### src/hw/rtl/spring_pkg.sv
// Shared types and constants for the spring energy and force pipeline.
// Used by the square root cell, the divider cell and the top level.
package spring_pkg;

   localparam int SqrtCells = 33;
   localparam int DivCells  = 48;

   localparam logic [1:0] CSR_STIFFNESS    = 2'd0;
   localparam logic [1:0] CSR_REST_LENGTH  = 2'd1;
   localparam logic [1:0] CSR_MULTIPLICITY = 2'd2;

   localparam logic [31:0] STIFFNESS_RESET    = 32'h0001_0000;
   localparam logic [30:0] REST_LENGTH_RESET  = 31'h0001_0000;
   localparam logic [7:0]  MULTIPLICITY_RESET = 8'd1;

   // Data that walks down the square root chain.
   typedef struct packed {
      logic [65:0] rad;
      logic [33:0] rem;
      logic [32:0] root;
      logic [32:0] ax;
      logic [32:0] ay;
      logic        sx;
      logic        sy;
   } sqrt_data_type;

   // Data that walks down the divider chain, both force lanes side by side.
   typedef struct packed {
      logic [32:0] rem_x;
      logic [32:0] rem_y;
      logic [47:0] num_x;
      logic [47:0] num_y;
      logic [47:0] q_x;
      logic [47:0] q_y;
      logic [32:0] d;
      logic [47:0] energy;
      logic        sat_e;
      logic        zero;
      logic        neg_x;
      logic        neg_y;
      logic        ovf_x;
      logic        ovf_y;
   } div_data_type;

endpackage

### src/hw/rtl/spring_sqrt_cell.sv
// One bit of the restoring integer square root chain.
// Depends on spring_pkg for the data type that moves between cells.
module spring_sqrt_cell import spring_pkg::*; (
   input  logic          clock,
   input  logic          reset,
   input  logic          adv,
   input  logic          in_valid,
   input  sqrt_data_type in_data,
   output logic          out_valid,
   output sqrt_data_type out_data
);

   logic          valid_ff;
   logic          valid_in;
   sqrt_data_type data_ff;
   sqrt_data_type data_in;
   logic [35:0]   rem_sh;
   logic [35:0]   trial;

   always_comb begin
      data_in     = in_data;
      rem_sh      = {in_data.rem, in_data.rad[65:64]};
      trial       = {1'b0, in_data.root, 2'b01};
      data_in.rad = {in_data.rad[63:0], 2'b00};
      if (rem_sh >= trial) begin
         data_in.rem  = 34'(rem_sh - trial);
         data_in.root = {in_data.root[31:0], 1'b1};
      end else begin
         data_in.rem  = rem_sh[33:0];
         data_in.root = {in_data.root[31:0], 1'b0};
      end
      valid_in = adv ? in_valid : valid_ff;
   end

   always_ff @(posedge clock) begin
      if (reset) begin
         valid_ff <= 1'b0;
      end else begin
         valid_ff <= valid_in;
      end
   end

   always_ff @(posedge clock) begin
      if (adv) begin
         data_ff <= data_in;
      end
   end

   assign out_valid = valid_ff;
   assign out_data  = data_ff;

endmodule

### config.mk
export PLATFORM = sky130hd
export DESIGN_NAME = spring_sqrt_cell
export DESIGN_NICKNAME = d
export VERILOG_FILES = /design/src/hw/rtl/spring_pkg.sv /design/src/hw/rtl/spring_sqrt_cell.sv
export SDC_FILE = /design/constraint.sdc
export NUM_CORES = 1
export LEC_CHECK = 0
export BUFFER_PORTS_ARGS = -buffer_cell sky130_fd_sc_hd__buf_2
export CORE_AREA = 5 5 155 157
export DETAILED_ROUTE_END_ITERATION = 12
export DIE_AREA = 0 0 160 162
export PLACE_DENSITY = 0.75
export SLEW_MARGIN = 20
export SYNTH_ARGS = -nofsm -noshare
export SYNTH_HDL_FRONTEND = slang
export SYNTH_SLANG_ARGS = --single-unit
### constraint.sdc
create_clock -name clock -period 2.57 [get_ports clock]
set_input_delay 0 -clock clock [delete_from_list [all_inputs] [get_ports clock]]
set_output_delay 0 -clock clock [all_outputs]
set_load 0.03 [all_outputs]
======== After elaboration in Yosys (flattened, before gate mapping) ========
Cells that the tools add are included.
storage, ports and cells
  register bits after elaboration ......... 200
operators by class
  mux-type cells .......................... 1
  $add $sub $neg .......................... 1
  $lt $le $gt $ge ......................... 1
operators by type and width
  cell                            count
  two-way mux 67 bit              1
  >= comparator 36 x 35 -> 1 bit  1
  subtractor 34 bit               1

======== Depth between registers and ports, before layout ========
  depth in word-level cells ............... 2
  gate-level depth with buffers ........... 13
  depth with buffers taken out ............ 11

======== Least setup slack after synthesis ========
OpenSTA, ideal clock, no wires.
  path type ............................... input -> register
  start point ............................. input in_data[79] in the netlist's numbering
  end point ............................... register data_ff, in the netlist out_data[125] (data pin)
  arrival time ............................ 2.109 ns
  setup slack ............................. 0.201 ns
  setup time .............................. 0.260 ns
  data required time ...................... 2.310 ns
  stages on the path ...................... 11
  cell sequence ........................... inv_1 ha_1 clkbuf_1 a21o_1 a31oi_1 o221ai_2 a21o_1 a211oi_4 inv_2 buf_4 mux2_4
RTL lines
  element                 RTL line                source
  start: declaration      spring_sqrt_cell.sv:8   input sqrt_data_type in_data,
  end signal: assignment  spring_sqrt_cell.sv:45  data_ff <= data_in;
  end: declaration        spring_sqrt_cell.sv:15  sqrt_data_type data_ff;

==> metrics <==
synthesized area per cell=14.43 um^2; Netlist cell types=54; commonest non-fill, non-tap cells in the layout=buf_2, dlygate4sd3_1, edfxtp_1, inv_1, nand2_1; DPL Wire Length=21,980 um; initial antenna violation count=4; post-synth top area share=71.67%; Layout Utilization=61.62%; period utilization=94.96%; layout cell share with drive strength beyond 1=41.31%; RePlAce Congestion=0.8905; CTS max path bufs=2; Post-synth EDFFs=199; vias in the first global route=7,748; Synth Register Bits=200; hold depth=5; Design Area, Final=0.01378 mm^2; worst vdd ir=335.3 uV; register area share after synthesis=71.91%; Final Hold Violating Endpoints=0; largest net degree at the start of global routing=75; IO Port Bufs=404; Worst-Margin Slew=0.6679 ns; leakage power=5.955 nW; # clock sinks=200; worst skew pair latency=0.43 ns; Vias=7,534; Max FO, Critical Path=23; status=finished clean; Warnings, synthesis=0; Detail Route Antenna Nets=0; first-pass GRT wire length=46,090 um; Syn Std Cell Area=0.008338 mm^2; Setup violations, final=0; Period minus WS final=2.440 ns; IO Pins=407; row count=55; commonest non-fill, non-tap cell in the layout=buf_2; fin nets=1,460; initial core utilization=37.28%; max-cap viol count=0; fmax=409.8 MHz; Final Max Slew Viols=0; Area Overhead vs Synth=65.28%; DR WL/cell=20.88 um; Async SR Flop Fraction=0%; Setup TNS Final=0 ns; Initial DRC Count=498; total congestion overflow=0; CTS Buf Count=17; wirelength, routed=31,690 um; clk slew on worst S/H paths=0.08 ns; WP data arrival=2.63 ns; Core ar.=0.02237 mm^2; Most used DFF post-synth=edfxtp_1; H-tree depth=4; die area=0.02592 mm^2; Synth Instances=578; CP required=2.76 ns; Worst Skew=0 ns; First-pass DRT Iterations=6; Total GRT Usage=23.38%; r2r worst-path depth=3; TritonCTS clock tree=built; pwr dens=652.3 mW/mm^2; CP Capture Type=flop; Avg Vias per Cell=4.963; Slew headroom=55.47%; synth top area cells=edfxtp_1, ha_1, o21ai_0, a21oi_1, nand2_1; placed cell area=0.01088 mm^2; Synth area leader=edfxtp_1; Die Width=160 um; Hold Path Class=primary input to flop; Startpoint Class=primary input; die extent in y=162 um; Root Buffer=clkbuf_16; Setup CP Type=primary input to flop; DRC violations left=0
==> final cells by class <==
type / instances / area, um^2
Multi-Input combinational cell: 318 / 2321
Sequential cell: 200 / 5996
Clock inverter: 14 / 182.7
Inverter: 46 / 180.2
Antenna cell: 1 / 2.502
Timing Repair Buffer: 637 / 4317
Fill cell: 1703 / 8584
Clock buffer: 17 / 425.4
Tap cell: 285 / 356.6
==> worst paths after layout <==
path | from | to | slack, ns
worst max-delay path | in_data[71] | out_data[108]$_DFFE_PP_ | 0.13
worst max register to register | out_valid$_SDFFE_PP0P_ | out_valid$_SDFFE_PP0P_ | 1.39
worst min register to register | out_valid$_SDFFE_PP0P_ | out_valid$_SDFFE_PP0P_ | 1.08
worst min-delay path | in_data[134] | out_data[133]$_DFFE_PP_ | 0.17
==> logic make-up after synthesis <==
family | Yosys count | synth area share [%]
AO/OA/AOI/OAI | 135 | 9.949
flip-flops | 200 | 71.91
AND/OR/NAND/NOR | 116 | 6.558
multiplexers | 4 | 0.6153
XOR/XNOR | 26 | 2.731
adder cells (fa/ha/maj) | 35 | 5.252
buffers and inverters | 61 | 2.941
other | 1 | 0.04497
==> cell usage after synthesis (3+ instances only) <==
cell type    n
edfxtp_1   199
nand2_1     47
inv_1       45
o21ai_0     43
a21oi_1     40
ha_1        35
nor2_1      24
xor2_1      14
xnor2_1     12
nand4_1     11
nand2b_1     9
a21o_1       8
clkbuf_1     8
nand3_1      7
o21bai_1     7
a211oi_1     5
o211ai_1     5
a31oi_1      4
buf_2        4
nor4_1       4
buf_4        3
o21ai_1      3
==> repair_timing <==
item / 4_1_cts / 5_1_grt
endpoints found under the hold margin: 199 / 0
resized for setup: 0 / 52
hold buffers: 200 / 0
setup buffers: 0 / 5
endpoints found under the setup margin: 0 / 34
==> layer usage <==
layer  vias up  global-route usage (%)  routed length [um]
met3        84                   7.942                2643
met4         6                   10.83                1558
li1       3447                       -                   -
met5         -                       0                  31
met2       400                   40.31               15920
met1      3597                   26.27               11540
==> registers in the layout, summed over array words and instances, names as in the netlist <==
register and cells:
out_data 199, out_valid 1
==> power breakdown <==
part | total (mW) | leakage [nW] | switching, mW | internal [mW]
clock network | 2.72 | 0.291 | 1.39 | 1.32
registers | 4.03 | 1.96 | 0.0849 | 3.94
logic | 2.25 | 3.71 | 1.40 | 0.845
total | 8.99 | 5.95 | 2.88 | 6.11
==> critical path: stages <==
cell and delay, ns:
dlygate4sd3_1 0.53, buf_2 0.13, inv_1 0.06, ha_2 0.31, a21oi_1 0.20, nand2_1 0.10
o21ai_2 0.20, o221ai_2 0.14, a21o_1 0.22, a211oi_4 0.21, buf_6 0.17, buf_12 0.16
a211oi_2 0.06, a21o_1 0.15
==> stage by stage <==
stage               total power, mW  instances  hold WS, ns  setup WS, ns
CTS                           8.928       1512       0.1402      0.002459
detailed placement            5.966       1281       0.1602     -0.006783
global route                  9.336       1517       0.1559      -0.02313
floorplan                     5.207        579      0.07238        0.2007
finish                        8.989       1518       0.1672        0.1296
global placement              5.934       1281       0.1568       0.03510
Note: power is estimated with default switching activity, not from simulation.
