$ cat config.mk
export PLATFORM = sky130hd
export DESIGN_NAME = spring_div_cell
export DESIGN_NICKNAME = d
export VERILOG_FILES = /design/src/hw/rtl/spring_pkg.sv /design/src/hw/rtl/spring_div_cell.sv
export SDC_FILE = /design/constraint.sdc
export NUM_CORES = 1
export LEC_CHECK = 0
export ABC_AREA = 1
export ABC_CLOCK_PERIOD_IN_PS = 2000
export BUFFER_PORTS_ARGS = -buffer_cell sky130_fd_sc_hd__buf_2
export CAP_MARGIN = 10
export CORE_AREA = 2 2 268 270
export CTS_CLUSTER_DIAMETER = 100
export DETAILED_ROUTE_END_ITERATION = 10
export DIE_AREA = 0 0 270 272
export SYNTH_ARGS = -nofsm -noshare
export SYNTH_HDL_FRONTEND = slang
export SYNTH_SLANG_ARGS = --single-unit
export TNS_END_PERCENT = 1
$ cat constraint.sdc
create_clock -name clock -period 2 [get_ports clock]
set_input_delay 0.2 -clock clock [delete_from_list [all_inputs] [get_ports clock]]
set_output_delay 0.2 -clock clock [all_outputs]
set_load 0.05 [all_outputs]
$ cat src/hw/rtl/spring_pkg.sv
// Shared types and constants for the spring energy and force pipeline.
// Used by the square root cell, the divider cell and the top level.
package spring_pkg;

   localparam int SqrtCells = 33;
   localparam int DivCells  = 48;

   localparam logic [1:0] CSR_STIFFNESS    = 2'd0;
   localparam logic [1:0] CSR_REST_LENGTH  = 2'd1;
   localparam logic [1:0] CSR_MULTIPLICITY = 2'd2;

   localparam logic [31:0] STIFFNESS_RESET    = 32'h0001_0000;
   localparam logic [30:0] REST_LENGTH_RESET  = 31'h0001_0000;
   localparam logic [7:0]  MULTIPLICITY_RESET = 8'd1;

   // Data that walks down the square root chain.
   typedef struct packed {
      logic [65:0] rad;
      logic [33:0] rem;
      logic [32:0] root;
      logic [32:0] ax;
      logic [32:0] ay;
      logic        sx;
      logic        sy;
   } sqrt_data_type;

   // Data that walks down the divider chain, both force lanes side by side.
   typedef struct packed {
      logic [32:0] rem_x;
      logic [32:0] rem_y;
      logic [47:0] num_x;
      logic [47:0] num_y;
      logic [47:0] q_x;
      logic [47:0] q_y;
      logic [32:0] d;
      logic [47:0] energy;
      logic        sat_e;
      logic        zero;
      logic        neg_x;
      logic        neg_y;
      logic        ovf_x;
      logic        ovf_y;
   } div_data_type;

endpackage

$ cat src/hw/rtl/spring_div_cell.sv
// One quotient bit of the restoring divider chain, x and y lanes together.
// Depends on spring_pkg for the data type that moves between cells.
module spring_div_cell import spring_pkg::*; (
   input  logic         clock,
   input  logic         reset,
   input  logic         adv,
   input  logic         in_valid,
   input  div_data_type in_data,
   output logic         out_valid,
   output div_data_type out_data
);

   logic         valid_ff;
   logic         valid_in;
   div_data_type data_ff;
   div_data_type data_in;
   logic [33:0]  part_x;
   logic [33:0]  part_y;
   logic [33:0]  dvs;

   always_comb begin
      data_in       = in_data;
      dvs           = {1'b0, in_data.d};
      part_x        = {in_data.rem_x, in_data.num_x[47]};
      part_y        = {in_data.rem_y, in_data.num_y[47]};
      data_in.num_x = {in_data.num_x[46:0], 1'b0};
      data_in.num_y = {in_data.num_y[46:0], 1'b0};
      if (part_x >= dvs) begin
         data_in.rem_x = 33'(part_x - dvs);
         data_in.q_x   = {in_data.q_x[46:0], 1'b1};
      end else begin
         data_in.rem_x = part_x[32:0];
         data_in.q_x   = {in_data.q_x[46:0], 1'b0};
      end
      if (part_y >= dvs) begin
         data_in.rem_y = 33'(part_y - dvs);
         data_in.q_y   = {in_data.q_y[46:0], 1'b1};
      end else begin
         data_in.rem_y = part_y[32:0];
         data_in.q_y   = {in_data.q_y[46:0], 1'b0};
      end
      valid_in = adv ? in_valid : valid_ff;
   end

   always_ff @(posedge clock) begin
      if (reset) begin
         valid_ff <= 1'b0;
      end else begin
         valid_ff <= valid_in;
      end
   end

   always_ff @(posedge clock) begin
      if (adv) begin
         data_ff <= data_in;
      end
   end

   assign out_valid = valid_ff;
   assign out_data  = data_ff;

endmodule

# Word-level counts from Yosys, hierarchy flattened
# Index checks and enable logic that the tools add are counted.
# W data, S select, Z words.
# totals
reg_bits	344
latchBits	0
ramBits	0
romBits	0
inputBits	349
output_inout_bits	346
wordCells	23
memories	0
# op_classes
add_sub_neg	2
n_mul	0
div	0
magnitude_cmp	2
n_eq_ne	0
n_shift	0
n_mux	4
bitwise	0
reduce_logical	0
# op_table
operator	count
$ge A34 B33 Y1	2
$mux W33	2
$sub A33 B33 Y33	2
$mux W1	2

# Logic depth before layout (Yosys ltp)
# depth
ltp_word	2
depth_mapped	15
ltp_nobuf	15

# Worst setup path before layout
# No wires, ideal clock.
# synth_timing
kind	in2reg
from	in in_data[278] (netlist name)
to	reg data_ff, in the netlist out_data[337], data pin
setup_time_ns	0.252
t_arrival_ns	1.594
required_time_ns	1.748
slack_ns	0.153
cell_stages	13
path_buffers	1
cell_sequence	inv_1 > ha_1 > inv_1 > fa_1 > nand3_1 > nand3_2 > nand2_1 > nand2_2 > nand2_4 > nand2_8 > buf_12 > nand3_2 > nand2_1
# synth_lines
item	line_no	rtl
start: declaration	spring_div_cell.sv:8	input div_data_type in_data,
end signal: assignment	spring_div_cell.sv:55	data_ff <= data_in;
end: declaration	spring_div_cell.sv:15	div_data_type data_ff;

==> out/results.tsv <==
stage	metric	value	unit
synth	synth.mux.area_fraction	0.0005925	
run	maxCapViolations	0	
sta	period_share	0.9332	
synth	netlist.area_leader.share	0.6097	
detailed_routing	drtIter0Drc	1137	
placement	dp_hpwl	72530	um
worst_setup_path	cpPeakStageDelay	0.35	ns
sta	timing_hold_violations_final	0	
synth	ys_ff_latch	344	
synth	yosysMostFrequentCell	nand2_1	
sta	fin_tns_setup	0	ns
synth	yosys_warnings	0	
synth	ys_types	34	
power_and_ir_drop	clkPwrFrac	0.338	
floorplanning	fp.dieW	270	um
detailed_routing	drc	0	
grt	antenna_found_initial	32	
floorplanning	core	70750	um2
synth	synthTopCellsByCount	nand2_1, edfxtp_1, inv_1, nand3_1, nor2_1	
grt	grt_pass1_wl	124100	um
synth	syn_area	16890	um2
synth	yosysSeqAreaShare	0.6109	
synth	synth_edf_count	343	
power_and_ir_drop	power	24.47	mW
sta	finClkSkew	0	ns
sta	rsz0062_at_grt	false	
clocking	cts_root_buf	clkbuf_16	
sta	setup_violations	0	
synth	synth_fa_ha_area_frac	0.05126	
layout	drive_gt1_frac	0.3630	
synth	synth_xor_area_frac	0.01452	
grt	overflow	0	
detailed_routing	via_count	17210	
placement	gp_congestion	0.9386	
synth	synth_cells	1689	
power_and_ir_drop	irDropWorstVdd	1.019	mV
synth	ys_top_cells_by_area	edfxtp_1, nand2_1, inv_1	
detailed_routing	drtAntennaViolNets	0	
clocking	cts_sinks	344	
sta	drv_slew	0	
clocking	numCtsBuffers	44	
synth	synth-simple-area-share	0.2329	
synth	async_reset_ff_frac	0	
sta	fmax	535.8	MHz
worst_setup_path	cp_max_fo	18	
detailed_routing	wire_per_inst	22.42	um
placement	io_buffers	690	
layout	nets	3436	
grt	grt_max_degree	61	
floorplanning	die_area	73440	um2
layout	layout.area.seq	10320	um2
layout	syn2layout_area_growth	68.89	%
floorplanning	pin_count	695	
clocking	clockBufferDepth	3	
synth	synth_ff_type	edfxtp_1	
layout	nFillCells	6993	
worst_setup_path	critical_path.cell_chain	buf_2, inv_1, ha_1, inv_1, buf_4, nor3_1, nand2_1, a21oi_1, nor2_4, buf_4, buf_12, nand3_1, nand2_1	
power_and_ir_drop	pwr-share-comb	0.294	
worst_setup_path	cp.required	2.32	ns
power_and_ir_drop	internal_power	15.86	mW
synth	synth_top_area_cell	edfxtp_1	
floorplanning	start_util	0.2388	
clocking	clk_latency	0.58	ns
clocking	cts_tree	yes	
power_and_ir_drop	power_density	857.8	nW/um2
worst_setup_path	crit_slowest_cell	ha_1	
worst_setup_path	cp-end-kind	flip-flop	
detailed_routing	drt_wl_total	90070	um
clocking	h-tree-depth	2	
worst_setup_path	startpoint_type	input port	
grt	grt_pass1_vias	17160	
synth	synth_top_family_by_area	simple AND/OR/NAND/NOR gates	
worst_setup_path	crit_type	input port to flip-flop	
detailed_routing	dr.pass1.iters	5	
sta	finalCriticalPeriod	1.866	ns
worst_hold_path	hold_path_class	input port to flip-flop	
clocking	clkTransAtPathRegs	0.05	ns
floorplanning	core.rowCount	98	
power_and_ir_drop	net-switching-power	8.614	mW
power_and_ir_drop	p_seq_frac	0.368	
power_and_ir_drop	p_sw_frac	0.3520	
worst_setup_path	cp.arrival	2.19	ns
synth	synth_compound_area_frac	0.01481	
layout	multi_input_area	5313	um2
layout	post-route-util	0.4032	
run_status	status	completed	
floorplanning	die_h	272	um
synth	synth_area_per_cell	10.00	um2
grt	grt_usage	0.2377	
detailed_routing	vias_per_cell	4.283	
power_and_ir_drop	p_leak	14.02	nW
[metal layers]
| metal | GRT usage | vias up | share of wire |
|---|---|---|---|
| li1 | - | 8175 | - |
| met1 | 0.2748 | 8190 | 0.38 |
| met2 | 0.4342 | 681 | 0.51 |
| met3 | 0.05263 | 141 | 0.068 |
| met4 | 0.07705 | 22 | 0.035 |
| met5 | 0 | - | 0.0016 |
[what timing repair did]
action / 4_1_cts / 5_1_grt
endpoints found under the setup margin: 0 / 1
resized for setup: 0 / 0
endpoints found under the hold margin: 348 / 0
hold buffers: 330 / 0
buffers inserted: 0 / 3
[area by class of cell]
type	count	share of cell area
diodes	13	0.001140
clock buffers	47	0.03973
clock inverters	35	0.01276
inverters	293	0.03855
multi-input cells	1033	0.1862
flip-flops and latches	344	0.3617
well taps	950	0.04166
repair buffers	1303	0.3182
[worst max-delay path: cells and delay by family]
family | cells | cell delay, ns
and+or+nand+nor | 5 | 0.62
AOI/OAI and AO/OA | 1 | 0.26
buffers and inverters | 6 | 0.74
adders and majority gates | 1 | 0.35
[state kept, by name, summed over array words and instances, names as in the netlist]
signal and cells:
out_valid 1, out_data 343
[metrics by stage]
| step | setup slack (ns) | std cells | area (um2) | hold WS, ns |
|---|---|---|---|---|
| finish | 0.1337 | 4018 | 28530 | 0.04367 |
| global route | 0.004359 | 4007 | 28500 | 0.03602 |
| CTS | 0.1625 | 4002 | 28470 | 0.002494 |
| detailed placement | -0.4544 | 3590 | 23670 | 0.3662 |
| global placement | -0.4295 | 3590 | 23670 | 0.3598 |
| floorplan | 0.1532 | 1690 | 16900 | 0.2724 |
[kinds of logic (layout without fill, tap and decap cells)]
| logic type | Yosys count | in the layout |
|---|---|---|
| and+or+nand+nor | 886 | 886 |
| DFF | 344 | 344 |
| buffers and inverters | 313 | 1678 |
| adders and majority gates | 68 | 68 |
| AOI/OAI and AO/OA | 48 | 48 |
| xor gates and xnor gates | 28 | 28 |
| other | 1 | 15 |
| muxes | 1 | 1 |
[final timing paths]
path                startpoint       endpoint  slack [ns]  cells after the start
setup reg to reg     out_valid      out_valid        0.84                      3
setup / recovery   in_data[86]  out_data[329]        0.13                     13
hold reg to reg      out_valid      out_valid        1.07                      3
hold / removal    in_data[322]  out_data[323]        0.04                      4
[power by group through the flow]
stage / combinational [mW] / sequential, mW / clock (mW)
global placement: 6.61 / 9.14 / 0
floorplan: 1.56 / 11.4 / 0
finish: 7.20 / 9.01 / 8.27
global route: 7.62 / 9.06 / 8.72
detailed placement: 6.64 / 9.12 / 0
CTS: 7.23 / 9.01 / 8.44
[placed cells by master, fill, tap and decap left out, types with 7 or more instances in the layout]
cell and n:
clkinv_2 7, edfxtp_1 343, clkinv_1 9, nand3b_1 17
buf_2 689, nor2_2 7, ha_1 66, dlygate4sd3_1 330
a21oi_1 42, nand3_1 115, and2_1 10, xor2_1 26
clkbuf_16 45, nor2_1 74, nor3_1 17, nand2_2 9
nand4_1 7, nand3_2 30, buf_4 268, buf_12 15
inv_1 289, diode_2 13, nand2_1 583
Power figures use the tool's default switching activity.
